**src/hdl/spa_pkg.sv**
```systemverilog
// ----------------------------------------------------------------------------
// Sparse polynomial adder package
// Shared widths, opcodes, term type and controller/datapath handshake types.
// ----------------------------------------------------------------------------
package spa_pkg;

  localparam int OP_W      = 2;
  localparam int COEF_W    = 16;
  localparam int EXP_W     = 16;
  localparam int SUM_W     = COEF_W + 1;
  localparam int MAX_TERMS_DEF = 32;

  localparam logic [OP_W-1:0] OP_LOAD_A  = 2'd0;
  localparam logic [OP_W-1:0] OP_LOAD_B  = 2'd1;
  localparam logic [OP_W-1:0] OP_COMPUTE = 2'd2;

  typedef struct packed {
    logic signed [COEF_W-1:0] coef;
    logic signed [EXP_W-1:0]  expo;
  } term_t;

  // Commands from the controller to the datapath.
  typedef struct packed {
    logic load_a;
    logic load_b;
    logic step;
    logic finish;
  } spa_cmd_t;

  // Status from the datapath to the controller.
  typedef struct packed {
    logic merge_done;
    logic produces;
    logic pending_valid;
    logic out_free;
  } spa_status_t;

endpackage

```
**src/hdl/spa_ctrl.sv**
```systemverilog
// ----------------------------------------------------------------------------
// Sparse polynomial adder controller
// Accepts input items while idle and sequences the merge and its final beat.
// ----------------------------------------------------------------------------
module spa_ctrl (
  input  logic                        clk,
  input  logic                        rst,
  input  logic                        in_valid,
  output logic                        in_ready,
  input  logic [spa_pkg::OP_W-1:0]    opcode,
  input  spa_pkg::spa_status_t        sts,
  output spa_pkg::spa_cmd_t           cmd
);
  import spa_pkg::*;

  typedef enum logic [2:0] {
    S_IDLE   = 3'b001,
    S_MERGE  = 3'b010,
    S_FINISH = 3'b100
  } state_t;

  state_t state, state_next;
  logic   accept;

  assign in_ready = (state == S_IDLE);
  assign accept   = in_valid && in_ready;

  always_comb begin
    state_next = state;
    cmd        = '0;
    unique case (state)
      S_IDLE: begin
        if (accept) begin
          case (opcode)
            OP_LOAD_A:  cmd.load_a = 1'b1;
            OP_LOAD_B:  cmd.load_b = 1'b1;
            OP_COMPUTE: state_next = S_MERGE;
            default:    ;
          endcase
        end
      end
      S_MERGE: begin
        if (sts.merge_done) begin
          state_next = S_FINISH;
        end else if (!sts.produces || !sts.pending_valid || sts.out_free) begin
          // A step that pushes the held term needs a free output register.
          cmd.step = 1'b1;
        end
      end
      S_FINISH: begin
        if (sts.out_free) begin
          cmd.finish = 1'b1;
          state_next = S_IDLE;
        end
      end
      default: state_next = S_IDLE;
    endcase
  end

  always_ff @(posedge clk) begin
    if (rst) begin
      state <= S_IDLE;
    end else begin
      state <= state_next;
    end
  end

endmodule
```
**config.mk**
```make
export PLATFORM = sky130hd
export DESIGN_NAME = spa_ctrl
export DESIGN_NICKNAME = d
export VERILOG_FILES = /design/src/hdl/spa_pkg.sv /design/src/hdl/spa_ctrl.sv
export SDC_FILE = /design/constraint.sdc
export NUM_CORES = 1
export LEC_CHECK = 0
export BUFFER_PORTS_ARGS = -buffer_cell sky130_fd_sc_hd__buf_2
export CAP_MARGIN = 20
export CELL_PAD_IN_SITES_DETAIL_PLACEMENT = 1
export CELL_PAD_IN_SITES_GLOBAL_PLACEMENT = 2
export CORE_AREA = 3 3 40 42
export CTS_CLUSTER_DIAMETER = 120
export CTS_CLUSTER_SIZE = 14
export DETAILED_ROUTE_END_ITERATION = 7
export DIE_AREA = 0 0 43 45
export GPL_TIMING_DRIVEN = 0
export MAX_ROUTING_LAYER = met4
export PLACE_DENSITY = 0.59
export SYNTH_ARGS = -nofsm -noshare
export SYNTH_HDL_FRONTEND = slang
export SYNTH_SLANG_ARGS = --single-unit
```
**constraint.sdc**
```tcl
create_clock -name clk -period 3 [get_ports clk]
set_input_delay 0.6 -clock clk [delete_from_list [all_inputs] [get_ports clk]]
set_output_delay 0.6 -clock clk [all_outputs]
set_load 0.01 [all_outputs]
```
; ---- After elaboration in Yosys (flattened, before gate mapping)
; Cells that the tools add are included.
[totals]
elab_cells = 31
ff_bits = 3
input_bits = 9
[op_classes]
n_reduce_logical = 7
eq_ne = 9
mux = 14
[ops]
columns = operator, n
row1 = 3-bit two-way mux, 4
row2 = 3-bit case mux with 3 select lines, 1
row3 = 1-bit two-way mux, 7
row4 = 2-bit two-way mux, 2
row5 = "2-bit by 1-bit != test with 1-bit output, second input constant", 2
row6 = "2-bit != test, second input constant", 2
row7 = 4-bit AND reduction, 1
row8 = "3-bit by 1-bit == test with 1-bit output, second input constant", 1
row9 = "3-bit by 2-bit == test with 1-bit output, second input constant", 1
row10 = "3-bit == test, second input constant", 1
row11 = "2-bit by 1-bit == test with 1-bit output, second input constant", 1
row12 = "2-bit == test, second input constant", 1
row13 = 1-bit logical NOT, 2
row14 = 2-bit logical NOT, 1
row15 = 1-bit logical OR, 2
row16 = 1-bit logical AND, 1

; ---- Depth between registers and ports, before layout
[depth]
ltp_word = 6
ltp_mapped = 3
ltp_nobuf = 3

; ---- Worst setup path before layout
; Ideal clock, no wire load.
[synth_path]
kind = input to output
from = input port sts[3] (netlist bit)
to = output port cmd[1] (netlist bit)
cell_stages = 2
slack_ps = 1205
arrival_time_ps = 1195
cell_sequence = or3_1 a31oi_1
[synth_lines]
columns = item, line_no
row1 = start: declaration, spa_ctrl.sv:11  ; input spa_pkg::spa_status_t sts,
row2 = end: declaration, spa_ctrl.sv:12  ; output spa_pkg::spa_cmd_t cmd

==> summary.md <==
| Metric | Value |
|---|---|
| Clock Root Buffer | `clkbuf_4` |
| Status | `finished, final reports clean` |
| Setup Crit Path Kind | `primary input to primary output` |
| MaxCap Viol Count | `0` |
| Worst Setup SP | `sts[3]` |
| Overflow after GRT | `0` |
| Flop and latch count out of synthesis | `3` |
| CTS Buf Count | `3` |
| Synthesized Nets | `27` |
| Core box area | `0.00128 mm2` |
| Max-slew violations | `0` |
| Die W | `43 um` |
| Final Hold Fails | `0` |
| Cell variety after synth | `15` |
| Ant diodes | `0` |
| Crit path max-delay family | `simple AND/OR/NAND/NOR gates` |
| Top flop regs | `state x3` |
| Number of primary I/O pins | `14` |
| Final #Nets | `45` |
| Unrepaired setup endpoints after global routing | `no` |
| Post-layout minimum cycle time | `1.98 ns` |
| Post-CTS Hold Buffers | `0` |
| Primary FF master, synth | `dfxtp_1` |
| Top cells by count, synth | `dfxtp_1 (3), a21o_1 (2)` |
| Synth warnings | `0` |
| Largest Register | `state` |
| Worst path depth | `4` |
| CP Cell Sequence | `buf_2, or3_1, a31oi_1, buf_2` |
| Post-synth EDFFs | `0` |
| Clk buf depth | `2` |
| GRT Total Usage | `0.0788` |
| Worst Setup Start Kind | `primary input` |
| Initial core utilization | `0.137` |
| Buffer count from post-CTS setup fixing | `0` |
| Largest area contributor in the netlist | `dfxtp_1` |
| First-pass GRT wire length | `1050 um` |
| # rows | `13` |
| Power Density | `449 mW/mm2` |
| Largest register FFs | `3` |
| Post-CTS resize count | `0` |
| Via count | `213` |
| Hold Worst Slack | `0.486 ns` |
| Port bufs | `13` |
| Leak pwr | `0.127 nW` |
| Drt first pass iters | `1` |
| CTS clock-pin slew for the worst setup and hold paths | `0.04 ns` |
| Crit path largest cell delay | `0.39 ns` |
| Vias per cell | `4.26` |
| Headroom to the max-slew limit | `0.837` |
| Layout cells sized above 1 | `0.486` |
| Final setup vio count | `0` |
| Level count of the clock H-tree | `1` |
| Synth top area share | `0.340` |
| Die Height | `45 um` |
| Largest cells by area after synthesis | `dfxtp_1 (34%), a21o_1 (8.5%), nor3b_2 (7.1%)` |
| Routability cong. | `0.694` |
| Initial antenna violation count | `0` |
| Post-synthesis instance total | `18` |
| Vias in the first global route | `241` |
| DRT antenna net count | `0` |
| R2R Path End | `state[0]` |
| F_max | `504 MHz` |
| VDD IR max | `0.0980 mV` |
| Mean area per synthesized cell | `9.80 um2` |
| Clk sinks | `3` |
| Worst reg-to-reg setup slack | `1.78 ns` |
| CTS tree | `done` |
| Die area | `0.00194 mm2` |
| Hold Path Origin | `state[0]` |
| CP most frequent cell | `buf_2` |
| Cell area after synthesis | `176 um2` |
| CP bufs+invs | `2` |
| Drt drc | `0` |
| Final period util | `0.661` |
| Cell with the most instances after synthesis | `dfxtp_1` |
| Worst setup path endpoint | `cmd[1]` |
| WL final | `598 um` |
| CP Capture Type | `primary output` |
| DR iter-0 viols | `0` |
| Tightest Pin Transition | `0.241 ns` |
| Largest net degree at the start of global routing | `6` |
| Worst path required time | `2.40 ns` |
| Total power | `0.129 mW` |
| Worst clock skew | `0.00349 ns` |
| Area grow syn2layout | `62.4%` |
| Post-detail-place hpwl | `448 um` |
| Async SR Flop Fraction | `0` |
| Critical Path Fanout Max | `2` |
| Data arrival time of the worst path | `1.38 ns` |
| Seq/Total Area, Yosys | `0.340` |
| Slowest-stage cell, CP | `or3_1` |
| Average routed wire per standard cell | `12.0 um` |
| Reg2reg start | `state[2]` |
| Worst Reg2Reg Path Length in Cells | `3` |
| Setup_tns | `0 ns` |
| Type of the worst min-delay path | `register to register` |
| Worst skew pair latency | `0.24 ns` |
## worst min-delay path by stage
stage | endpoint | slack [ns] | depth (start not counted)
after global routing | state[2] | 0.51 | 1
after CTS | state[2] | 0.49 | 1
after detailed placement | state[2] | 0.48 | 1
after floorplan | state[2] | 0.45 | 1
final | state[2] | 0.49 | 1
after global placement | state[2] | 0.48 | 1
## through the flow
step	setup WS, ns	utilization	instance area (um2)	std cells
3_5_place_dp	1.01	0.203	260	46
5_1_grt	0.939	0.223	287	50
6_report	1.02	0.223	287	50
4_1_cts	1.01	0.223	287	50
2_1_floorplan	1.21	-	176	18
3_3_place_gp	1.03	0.203	260	46
## where the power goes
group / switching (mW) / internal, mW
Clock: 0.0225 / 0.0500
Combinational: 0.00672 / 0.00763
Sequential: 0.000920 / 0.0409
Total: 0.0302 / 0.0985
## layer usage
layer | vias to the layer above | GRT usage | part of all wire
li1 | 106 | - | -
met1 | 94 | 0.0721 | 0.40
met2 | 13 | 0.120 | 0.48
met3 | 0 | 0.0398 | 0.12
met4 | 0 | 0.0723 | 0
met5 | - | - | 0
## cell families after synthesis
group / count (synthesis) / share of synthesized area
compound gates: 5 / 0.191
buf+inv: 1 / 0.0213
flops: 3 / 0.340
simple gates: 9 / 0.447
## final cells by class
class                      count  area, um2
tap                           15       18.8
clock buffer                   4       26.3
timing repair buffer          13       65.1
sequential                     3       60.1
multi-input combinational     14        113
inverter                       1       3.75
fill                         158        998
## placed cells by master, fill, tap and decap left out, drive strengths merged
cell	n
inv	1
dfxtp	3
and4b	1
nand4b	1
a211oi	1
or3	1
nand3b	1
a21o	2
or3b	1
nand2b	1
buf	13
clkbuf	4
a21oi	1
a31oi	1
nor4b	1
nor3b	1
nor4bb	1
No activity file was read; power rests on OpenSTA's default activity.
